**config.mk**
```make
export PLATFORM = sky130hd
export DESIGN_NAME = base64_stream_codec
export DESIGN_NICKNAME = d
export VERILOG_FILES = /design/src/b64s_pkg.sv /design/src/b64s_step.sv /design/src/b64s_resbuf.sv /design/src/base64_stream_codec.sv
export SDC_FILE = /design/constraint.sdc
export NUM_CORES = 1
export LEC_CHECK = 0
export BUFFER_PORTS_ARGS = -buffer_cell sky130_fd_sc_hd__buf_2
export CORE_AREA = 2 2 130 106
export DETAILED_ROUTE_END_ITERATION = 8
export DIE_AREA = 0 0 132 108
export GPL_ROUTABILITY_DRIVEN = 0
export PLACE_DENSITY = 0.82
export SYNTH_ARGS = -nofsm -noshare
export SYNTH_HDL_FRONTEND = slang
export SYNTH_SLANG_ARGS = --single-unit
```
**constraint.sdc**
```tcl
create_clock -name clk -period 8.8 [get_ports clk]
set_clock_uncertainty 0.2 [all_clocks]
set_input_delay 1.32 -clock clk [delete_from_list [all_inputs] [get_ports clk]]
set_output_delay 1.32 -clock clk [all_outputs]
set_load 0.01 [all_outputs]
```
**src/b64s_pkg.sv**
```systemverilog
// Shared types, constants and character functions for the base64 stream codec.
// Used by b64s_step, b64s_resbuf and base64_stream_codec; depends on nothing else.

package b64s_pkg;

	localparam int MAX_RES = 4;

	// Register indexes of the configuration port.
	localparam logic REG_DIRECTION = 1'b0;
	localparam logic REG_URL       = 1'b1;

	// Direction codes.
	localparam logic DIR_ENCODE = 1'b0;
	localparam logic DIR_DECODE = 1'b1;

	// Character decoder codes beyond the 6-bit values.
	localparam logic [6:0] DEC_SKIP = 7'd64;
	localparam logic [6:0] DEC_BAD  = 7'd65;

	localparam logic [7:0] CHAR_PAD   = 8'h3D; // '='
	localparam logic [7:0] CHAR_MINUS = 8'h2D; // '-'
	localparam logic [7:0] CHAR_UNDER = 8'h5F; // '_'
	localparam logic [7:0] CHAR_PLUS  = 8'h2B; // '+'
	localparam logic [7:0] CHAR_SLASH = 8'h2F; // '/'
	localparam logic [7:0] CHAR_SPACE = 8'h20;
	localparam logic [7:0] CHAR_UPPER_A = 8'h41;
	localparam logic [7:0] CHAR_LOWER_A = 8'h61;
	localparam logic [7:0] CHAR_ZERO    = 8'h30;

	typedef struct packed {
		logic direction;
		logic url_alphabet;
	} cfg_t;

	typedef struct packed {
		logic [5:0] bits;
		logic [2:0] count;
		logic [1:0] phase;
		logic       bad;
	} msg_state_t;

	typedef struct packed {
		logic [7:0] out_byte;
		logic       out_valid;
		logic       last;
		logic       status;
	} result_t;

	typedef result_t [MAX_RES-1:0] res_vec_t;

	function automatic logic [7:0] enc_char(input logic [5:0] v, input logic url);
		logic [7:0] c;
		c = 8'h00;
		if (v < 6'd26)
			c = CHAR_UPPER_A + {2'b00, v};
		else if (v < 6'd52)
			c = CHAR_LOWER_A + {2'b00, v - 6'd26};
		else if (v < 6'd62)
			c = CHAR_ZERO + {2'b00, v - 6'd52};
		else if (v == 6'd62)
			c = url ? CHAR_MINUS : CHAR_PLUS;
		else
			c = url ? CHAR_UNDER : CHAR_SLASH;
		return c;
	endfunction

	function automatic logic [6:0] dec_value(input logic [7:0] c, input logic url);
		logic [6:0] d;
		d = DEC_BAD;
		if (c >= 8'h41 && c <= 8'h5A)
			d = 7'(c - CHAR_UPPER_A);
		else if (c >= 8'h61 && c <= 8'h7A)
			d = 7'(c - CHAR_LOWER_A + 8'd26);
		else if (c >= 8'h30 && c <= 8'h39)
			d = 7'(c - CHAR_ZERO + 8'd52);
		else if (c == CHAR_PLUS)
			d = 7'd62;
		else if (c == CHAR_SLASH)
			d = 7'd63;
		else if (url && c == CHAR_MINUS)
			d = 7'd62;
		else if (url && c == CHAR_UNDER)
			d = 7'd63;
		else if (c == CHAR_PAD || c == CHAR_SPACE || (c >= 8'h09 && c <= 8'h0D))
			d = DEC_SKIP;
		return d;
	endfunction

endpackage

```
**src/b64s_step.sv**
```systemverilog
// Combinational work for one word: merges it with the leftover bits and builds
// up to four results plus the next message state. Depends on b64s_pkg.

module b64s_step (
	input  b64s_pkg::cfg_t       cfg,
	input  b64s_pkg::msg_state_t st,
	input  logic [7:0]           in_byte,
	input  logic                 has_byte,
	input  logic                 end_of_message,
	output b64s_pkg::res_vec_t   res,
	output logic [2:0]           res_n,
	output b64s_pkg::msg_state_t nxt
);

	logic [13:0] acc14;
	logic [11:0] acc12;
	logic [3:0]  t;
	logic [5:0]  ch;
	logic [6:0]  d;
	logic [2:0]  n;
	logic [2:0]  lidx;
	logic [1:0]  phase;
	logic [5:0]  bits;
	logic [2:0]  cnt;
	logic        bad_now;

	always_comb begin
		res     = '0;
		n       = 3'd0;
		phase   = st.phase;
		bits    = st.bits;
		cnt     = st.count;
		bad_now = st.bad;
		acc14   = {st.bits, in_byte};
		acc12   = '0;
		t       = 4'd0;
		ch      = 6'd0;
		d       = b64s_pkg::dec_value(in_byte, cfg.url_alphabet);
		lidx    = 3'd0;

		if (cfg.direction == b64s_pkg::DIR_ENCODE) begin
			if (has_byte) begin
				t  = {1'b0, st.count} + 4'd8 - 4'd6;
				ch = 6'(acc14 >> t);
				res[n[1:0]] = '{b64s_pkg::enc_char(ch, cfg.url_alphabet), 1'b1, 1'b0, bad_now};
				n     = n + 3'd1;
				phase = phase + 2'd1;
				if (t >= 4'd6) begin
					t  = t - 4'd6;
					ch = 6'(acc14 >> t);
					res[n[1:0]] = '{b64s_pkg::enc_char(ch, cfg.url_alphabet), 1'b1, 1'b0,
						bad_now};
					n     = n + 3'd1;
					phase = phase + 2'd1;
				end
				bits = acc14[5:0] & 6'((7'd1 << t) - 7'd1);
				cnt  = t[2:0];
			end
			if (end_of_message) begin
				// Flush the tail bits, zero-filled on the right.
				if (cnt != 3'd0 && cnt < 3'd6) begin
					ch = 6'(bits << (3'd6 - cnt));
					res[n[1:0]] = '{b64s_pkg::enc_char(ch, cfg.url_alphabet), 1'b1, 1'b0,
						bad_now};
					n     = n + 3'd1;
					phase = phase + 2'd1;
				end
				if (!cfg.url_alphabet) begin
					for (int i = 0; i < 3; i++) begin
						if (phase != 2'd0 && n < 3'(b64s_pkg::MAX_RES)) begin
							res[n[1:0]] = '{b64s_pkg::CHAR_PAD, 1'b1, 1'b0, bad_now};
							n     = n + 3'd1;
							phase = phase + 2'd1;
						end
					end
				end
			end
		end else begin
			if (has_byte && !st.bad) begin
				if (d == b64s_pkg::DEC_BAD) begin
					bad_now = 1'b1;
				end else if (d != b64s_pkg::DEC_SKIP) begin
					acc12 = {st.bits, d[5:0]};
					t     = {1'b0, st.count} + 4'd6;
					if (t >= 4'd8) begin
						t = t - 4'd8;
						res[n[1:0]] = '{8'(acc12 >> t), 1'b1, 1'b0, bad_now};
						n = n + 3'd1;
					end
					bits = acc12[5:0] & 6'((7'd1 << t) - 7'd1);
					cnt  = t[2:0];
				end
			end
		end

		nxt = '{bits, cnt, phase, bad_now};

		if (end_of_message) begin
			// An end word that yields no data still closes the message with a marker.
			if (n == 3'd0) begin
				res[0] = '{8'h00, 1'b0, 1'b0, bad_now};
				n = 3'd1;
			end
			lidx = n - 3'd1;
			res[lidx[1:0]].last = 1'b1;
			nxt = '0;
		end

		res_n = n;
	end

endmodule

```
**src/b64s_resbuf.sv**
```systemverilog
// Result register bank: holds the results of one word and hands them out one
// per cycle on the valid/stall channel while res_stall is low. Depends on b64s_pkg.

module b64s_resbuf (
	input  logic               clk,
	input  logic               arst_n,
	input  logic               load,
	input  b64s_pkg::res_vec_t load_res,
	input  logic [2:0]         load_n,
	input  logic               res_stall,
	output logic               ready,
	output logic               res_valid,
	output b64s_pkg::result_t  res
);

	b64s_pkg::res_vec_t res_q;
	logic [2:0]         rem_q;
	logic [1:0]         rd_q;
	logic               take;

	assign res_valid = (rem_q != 3'd0);
	assign take      = res_valid && !res_stall;
	// A new set may come in as the last pending result leaves.
	assign ready     = (rem_q == 3'd0) || (rem_q == 3'd1 && take);
	assign res       = res_q[rd_q];

	always_ff @(posedge clk or negedge arst_n) begin
		if (!arst_n) begin
			rem_q <= 3'd0;
			rd_q  <= 2'd0;
		end else if (load) begin
			rem_q <= load_n;
			rd_q  <= 2'd0;
		end else if (take) begin
			rem_q <= rem_q - 3'd1;
			rd_q  <= rd_q + 2'd1;
		end
	end

	always_ff @(posedge clk) begin
		if (load)
			res_q <= load_res;
	end

endmodule

```
**src/base64_stream_codec.sv**
```systemverilog
// Top level of the base64 stream codec: configuration registers, input register,
// message state and result bank. Depends on b64s_pkg, b64s_step and b64s_resbuf.

// A word is taken into an input register, worked on in one pass of logic and its
// up to four results are placed in a result bank, which hands out one result per
// cycle unless res_stall holds it. A word's results are loaded into the bank when
// it is empty or as its last pending result leaves. Encoding yields one or two
// characters per byte (four characters per three bytes) and up to three more at
// the end of a message for the flushed character and padding; decoding yields at
// most one byte per character.
// Configuration writes abandon any message in progress and must be made while the
// block is idle.

module base64_stream_codec (
	input  logic       clk,
	input  logic       arst_n,
	input  logic       cfg_we,
	input  logic       cfg_index,
	input  logic       cfg_data,
	input  logic       in_valid,
	output logic       in_stall,
	input  logic [7:0] in_byte,
	input  logic       has_byte,
	input  logic       end_of_message,
	output logic       res_valid,
	input  logic       res_stall,
	output logic [7:0] out_byte,
	output logic       out_valid,
	output logic       last,
	output logic       status
);

	b64s_pkg::cfg_t       cfg_q;
	b64s_pkg::msg_state_t st_q;
	b64s_pkg::msg_state_t st_nxt;
	b64s_pkg::res_vec_t   step_res;
	b64s_pkg::result_t    cur_res;
	logic [2:0]           step_n;
	logic                 vld_s1;
	logic [7:0]           byte_s1;
	logic                 has_s1;
	logic                 eom_s1;
	logic                 buf_ready;
	logic                 advance;
	logic                 accept;

	assign advance  = vld_s1 && buf_ready;
	assign in_stall = vld_s1 && !buf_ready;
	assign accept   = in_valid && !in_stall;

	always_ff @(posedge clk or negedge arst_n) begin
		if (!arst_n) begin
			cfg_q  <= '0;
			st_q   <= '0;
			vld_s1 <= 1'b0;
		end else begin
			if (cfg_we) begin
				if (cfg_index == b64s_pkg::REG_DIRECTION)
					cfg_q.direction <= cfg_data;
				else
					cfg_q.url_alphabet <= cfg_data;
				st_q <= '0;
			end else if (advance) begin
				st_q <= st_nxt;
			end
			if (accept)
				vld_s1 <= 1'b1;
			else if (advance)
				vld_s1 <= 1'b0;
		end
	end

	always_ff @(posedge clk) begin
		if (accept) begin
			byte_s1 <= in_byte;
			has_s1  <= has_byte;
			eom_s1  <= end_of_message;
		end
	end

	b64s_step u_step (
		.cfg            (cfg_q),
		.st             (st_q),
		.in_byte        (byte_s1),
		.has_byte       (has_s1),
		.end_of_message (eom_s1),
		.res            (step_res),
		.res_n          (step_n),
		.nxt            (st_nxt)
	);

	b64s_resbuf u_resbuf (
		.clk       (clk),
		.arst_n    (arst_n),
		.load      (advance),
		.load_res  (step_res),
		.load_n    (step_n),
		.res_stall (res_stall),
		.ready     (buf_ready),
		.res_valid (res_valid),
		.res       (cur_res)
	);

	assign out_byte  = cur_res.out_byte;
	assign out_valid = cur_res.out_valid;
	assign last      = cur_res.last;
	assign status    = cur_res.status;

endmodule
```
Word level (Yosys, flattened, before mapping)
Cells that the tools add are included.
Widths: inputs -> output; s select.

storage, ports and cells
  bits of input ports = 17
  flip-flop bits (word level) = 74
  output and inout port bits = 13
  word-level logic and storage cells = 309

operators by class
  equality and inequality tests = 16
  bitwise gates (word level) = 3
  multiplexer cells = 140
  reduce and logical (&&, ||, !) cells = 42
  add/sub/neg operators = 40
  shift operators = 6
  order comparisons = 34

operators by type and width
  cell                 number
  $mux 44              15
  $bwmux 44            5
  $mux 11              13
  $mux 8               15
  $demux 11 s2         5
  $mux 3               32
  $mux 7               8
  $add 7x6->8 const A  6
  $mux 22              2
  $eq 8x6->1 const B   5
  $mux 2               19
  $lt 6x6->1 const B   6
  $mux 12              3
  $mux 6               6
  $mux 33              1
  $mux 4               8
  $shr 14x4->6         2
  $bmux 11 s2          1
  $add 6x6->7 const A  3
  $logic_and 1x1->1    21
  $eq 6x6->1 const B   3
  $lt 2x3->1 const B   6
  $lt 6x5->1 const B   3
  $sub 6x5->6 const B  3
  other kinds (45)     90

Logic depth before layout (Yosys ltp)
  depth after elaboration = 43
  depth in mapped cells = 29
  depth with buffers taken out = 23

Hierarchy
From an unflattened synthesis, not the netlist that was laid out.

unflattened totals
  cell total of the unflattened synthesis = 1059
  area total of the unflattened synthesis = 9046.2 µm²

by module, submodules not included
  module               area each (µm²)  instances  sequential area each (µm²)  cells each
  b64s_step            6045.8           1          0.0                         885
  b64s_resbuf          1931.9           1          1446.4                      97
  base64_stream_codec  1068.5           1          675.6                       77

Worst setup path after synthesis
No wires, ideal clock.

  path kind = reg-to-reg
  start = register st_q[4] (netlist bit)
  end = register u_resbuf.res_q[0] (netlist bit), data pin
  stages on the path, launching flop included = 29
  path buffers = 6
  arrival time = 5.763 ns
  setup time = 0.260 ns
  setup slack = 2.577 ns
  required time = 8.340 ns
  clock period less this slack = 6.223 ns
  path through = dfrtp_1 buf_2 inv_2 ha_1 buf_2 nand2_1 nand2_1 inv_1 ha_1 buf_2 nor3_1 a311oi_2 xnor2_1 ha_1 clkbuf_1 inv_1 nor2_1 a21oi_1 ha_1 clkbuf_1 nor2_1 mux2i_1 inv_1 ha_1 mux2i_1 o21ai_2 and4bb_1 buf_2 mux2_4

RTL lines
  item                    RTL line                   RTL
  from (decl)             base64_stream_codec.sv:34  b64s_pkg::msg_state_t st_q;
  from (signal assigned)  base64_stream_codec.sv:64  st_q <= st_nxt;
  to (signal assigned)    b64s_resbuf.sv:42          res_q <= load_res;
  to (decl)               b64s_resbuf.sv:16          b64s_pkg::res_vec_t res_q;

==> metrics.json <==
{
  "status": "complete, no violations",
  "antenna_left": 0,
  "path_common_cell": "sky130_fd_sc_hd__ha_1",
  "core_region_area_um2": 12800,
  "hold_violations": 0,
  "yosys_most_used_dff": "sky130_fd_sc_hd__edfxtp_1",
  "average_cell_area_after_synthesis_um2": 8.84,
  "synth_mux_area_share_pct": 10.8,
  "layout_min_cycle_time_ps": 7140,
  "tritoncts_clock_tree": "done",
  "antenna_found_initial": 0,
  "drv_cap": 0,
  "num_rows": 37,
  "worstPathMaxFanout": 36,
  "yosysWarnings": 0,
  "synth.largest_area_cell": "sky130_fd_sc_hd__edfxtp_1",
  "dr.first_iter.drc_count": 1052,
  "detail_route.first_pass.iterations": 6,
  "finalWirelength_mm": 19.9,
  "synth_area_um2": 7650,
  "post-route-cell-area_um2": 8100,
  "dpl.hpwl_mm": 14.8,
  "synth_commonest_cells": "70 x sky130_fd_sc_hd__a21oi_1, 68 x sky130_fd_sc_hd__nand2_1, 67 x sky130_fd_sc_hd__nor2_1",
  "synth_xor_area_share_pct": 5.92,
  "cp.arrival_ps": 7040,
  "synth_compound_area_share_pct": 21.1,
  "yosys.cell_count.top_type": "sky130_fd_sc_hd__a21oi_1",
  "final_net_count": 939,
  "timing.final.max_slew_violations": 0,
  "syn-instance-count": 865,
  "critical_path.cell_chain": "inv_2 > ha_1 > buf_4 > ha_1 > nand2b_1 > and2_1 > a311oi_2 > xnor2_1 > ha_1 > inv_1 > nor2_1 > a21oi_1 > ha_1 > nor2_1 > mux2i_1 > inv_1 > ha_1 > a31oi_1 > and4bb_1 > mux2_4",
  "synth-async-reset-ratio_pct": 26.0,
  "standard_cell_with_the_maximum_stage_delay_on_the_critical_path": "sky130_fd_sc_hd__dfrtp_1",
  "timing_worst_setup_path_type": "reg2reg",
  "clock_transition_at_the_register_clock_pins_on_the_worst_setup_and_hold_paths_after_cts_ps": 60,
  "cts.hold.buffers_added": 0,
  "start_util_pct": 59.6,
  "layout.core_utilization_pct": 63.2,
  "dpl-instance-area_um2": 7800,
  "synth.ff_latch_count": 73,
  "wl_per_cell_um": 19.2,
  "globalRouteTotalUtil_pct": 28.6,
  "regToRegSetupSlack_ps": 1660,
  "synth_top_family_by_area": "compound AO/OA/AOI/OAI gates",
  "setup_viol_count_final": 0,
  "min-delay-path-class": "reg2reg",
  "critPathBufInv": 4,
  "crit_path_start_kind": "register",
  "cts-htree-levels": 3,
  "synth_top_area_share_pct": 21.2,
  "placement.io_buffers": 29,
  "grt_max_degree": 47,
  "timing.slew.headroom_pct": 25.4,
  "cts_max_path_buffers": 2,
  "route.vias.total": 6735,
  "setup_total_negative_slack_ps": 0,
  "drive_gt1_share_pct": 11.6,
  "global_route.overflow_total": 0,
  "post-cts-setup-buffer-count": 0,
  "synthSimpleGateAreaFrac_pct": 17.9,
  "via_per_inst": 6.50,
  "synth_seq_area_share_pct": 27.4,
  "critical_path.max_stage_delay_ps": 820,
  "post_cts_resized": 0,
  "timing.final.crit_share_pct": 81.1,
  "yosys-top-cells-area": "sky130_fd_sc_hd__edfxtp_1 21%, sky130_fd_sc_hd__ha_1 11%, sky130_fd_sc_hd__dfrtp_1 6.2%, sky130_fd_sc_hd__mux4_2 5.0%, sky130_fd_sc_hd__a21oi_1 4.6%",
  "pin_count": 30,
  "timing.critical_path.required_ps": 8700,
  "clock_sinks": 73,
  "fp.dieArea_um2": 14300,
  "grt_first_pass_wirelength_mm": 31.9,
  "antenna_cell_count": 0,
  "die_w_um": 132,
  "post-route-drc-count": 0,
  "fp.dieH_um": 108,
  "cts_buffers": 9,
  "rsz0062_at_grt": "no",
  "first_global_vias": 5954,
  "crit_path_end_kind": "register",
  "critical-path-top-delay-family": "adder cells",
  "clock.fmax_mhz": 140,
  "clk_root_buffer_cell": "sky130_fd_sc_hd__clkbuf_16",
  "clk_latency_ps": 350,
  "synthAdderAreaFrac_pct": 10.8,
  "synth_edf_count": 54,
  "worst_pin_slew_ps": 1120,
  "area_delta_synth_final_pct": 5.99,
  "cell_variety_after_synth": 93
}
-- sequential cells by signal, summed over array words and instances, names as in the netlist --
| signal | count |
|---|---|
| u_resbuf.rd_q | 2 |
| byte_s1 | 8 |
| eom_s1 | 1 |
| has_s1 | 1 |
| cfg_q | 2 |
| u_resbuf.rem_q | 3 |
| vld_s1 | 1 |
| st_q | 11 |
| u_resbuf.res_q | 44 |
-- worst register-to-register path: stages, from the launching register on --
cell and delay, ps:
sky130_fd_sc_hd__dfrtp_1 820, sky130_fd_sc_hd__inv_2 300, sky130_fd_sc_hd__ha_1 390, sky130_fd_sc_hd__buf_4 360
sky130_fd_sc_hd__ha_1 250, sky130_fd_sc_hd__nand2b_1 200, sky130_fd_sc_hd__and2_1 330, sky130_fd_sc_hd__a311oi_2 160
sky130_fd_sc_hd__xnor2_1 370, sky130_fd_sc_hd__ha_1 480, sky130_fd_sc_hd__inv_1 230, sky130_fd_sc_hd__nor2_1 140
sky130_fd_sc_hd__a21oi_1 50, sky130_fd_sc_hd__ha_1 290, sky130_fd_sc_hd__nor2_1 300, sky130_fd_sc_hd__mux2i_1 370
sky130_fd_sc_hd__inv_1 120, sky130_fd_sc_hd__ha_1 240, sky130_fd_sc_hd__a31oi_1 410, sky130_fd_sc_hd__and4bb_1 550
sky130_fd_sc_hd__mux2_4 340
-- path summary, 6_finish.rpt --
path	from	to	depth (start not counted)
setup reg to reg	st_q[4]	u_resbuf.res_q[0]	20
min in group asynchronous	arst_n	st_q[9]	1
setup / recovery	st_q[4]	u_resbuf.res_q[0]	20
hold / removal	st_q[2]	st_q[2]	2
max in group asynchronous	arst_n	st_q[0]	1
hold reg to reg	st_q[2]	st_q[2]	2
-- cells by family (layout without fill, tap and decap cells) --
family,Yosys count,in the layout
other,2,5
buffers and inverters,109,102
xor gates and xnor gates,50,50
muxes,59,59
and+or+nand+nor,273,273
DFF,73,73
adders and majority gates,66,66
AOI/OAI and AO/OA,233,233
-- per-stage QoR --
step           setup WS, ps  hold slack, ps  cells
6_report               1660             414   1036
5_1_grt                1260             450   1036
4_1_cts                1840             406   1036
3_5_place_dp           1870             378   1020
3_3_place_gp           2090             336   1020
2_1_floorplan          2580             305    868
-- cells in the final DEF (no fill, tap or decap), types with 19 or more instances in the layout --
master	n
sky130_fd_sc_hd__a21oi_1	70
sky130_fd_sc_hd__buf_2	29
sky130_fd_sc_hd__dfrtp_1	19
sky130_fd_sc_hd__edfxtp_1	54
sky130_fd_sc_hd__ha_1	66
sky130_fd_sc_hd__inv_1	49
sky130_fd_sc_hd__mux2i_1	30
sky130_fd_sc_hd__nand2_1	68
sky130_fd_sc_hd__nand3_1	25
sky130_fd_sc_hd__nor2_1	67
sky130_fd_sc_hd__nor3_1	22
sky130_fd_sc_hd__o21ai_0	34
sky130_fd_sc_hd__xnor2_1	33
-- metal layers --
layer	share of wire [%]	wire [um]	vias to the layer above	GRT usage (%)
met3	12	2340	47	7.03
met4	2.0	402	0	8.39
met5	0	0	-	0
li1	-	-	3149	-
met2	41	8240	426	41.9
met1	45	8920	3113	42.1
-- area by class of cell --
type                            instances  area (um^2)
Multi-Input combinational cell        686         5110
Fill cell                            1056         4720
Sequential cell                        73         2100
Clock buffer                            9          225
Tap cell                              175          219
Inverter                               52          195
Timing Repair Buffer                   34          183
Clock inverter                          7         78.8
Power is left out: the tool's default activity adds up to more than one toggle a clock period on the data nets, which glitch-free logic cannot reach.
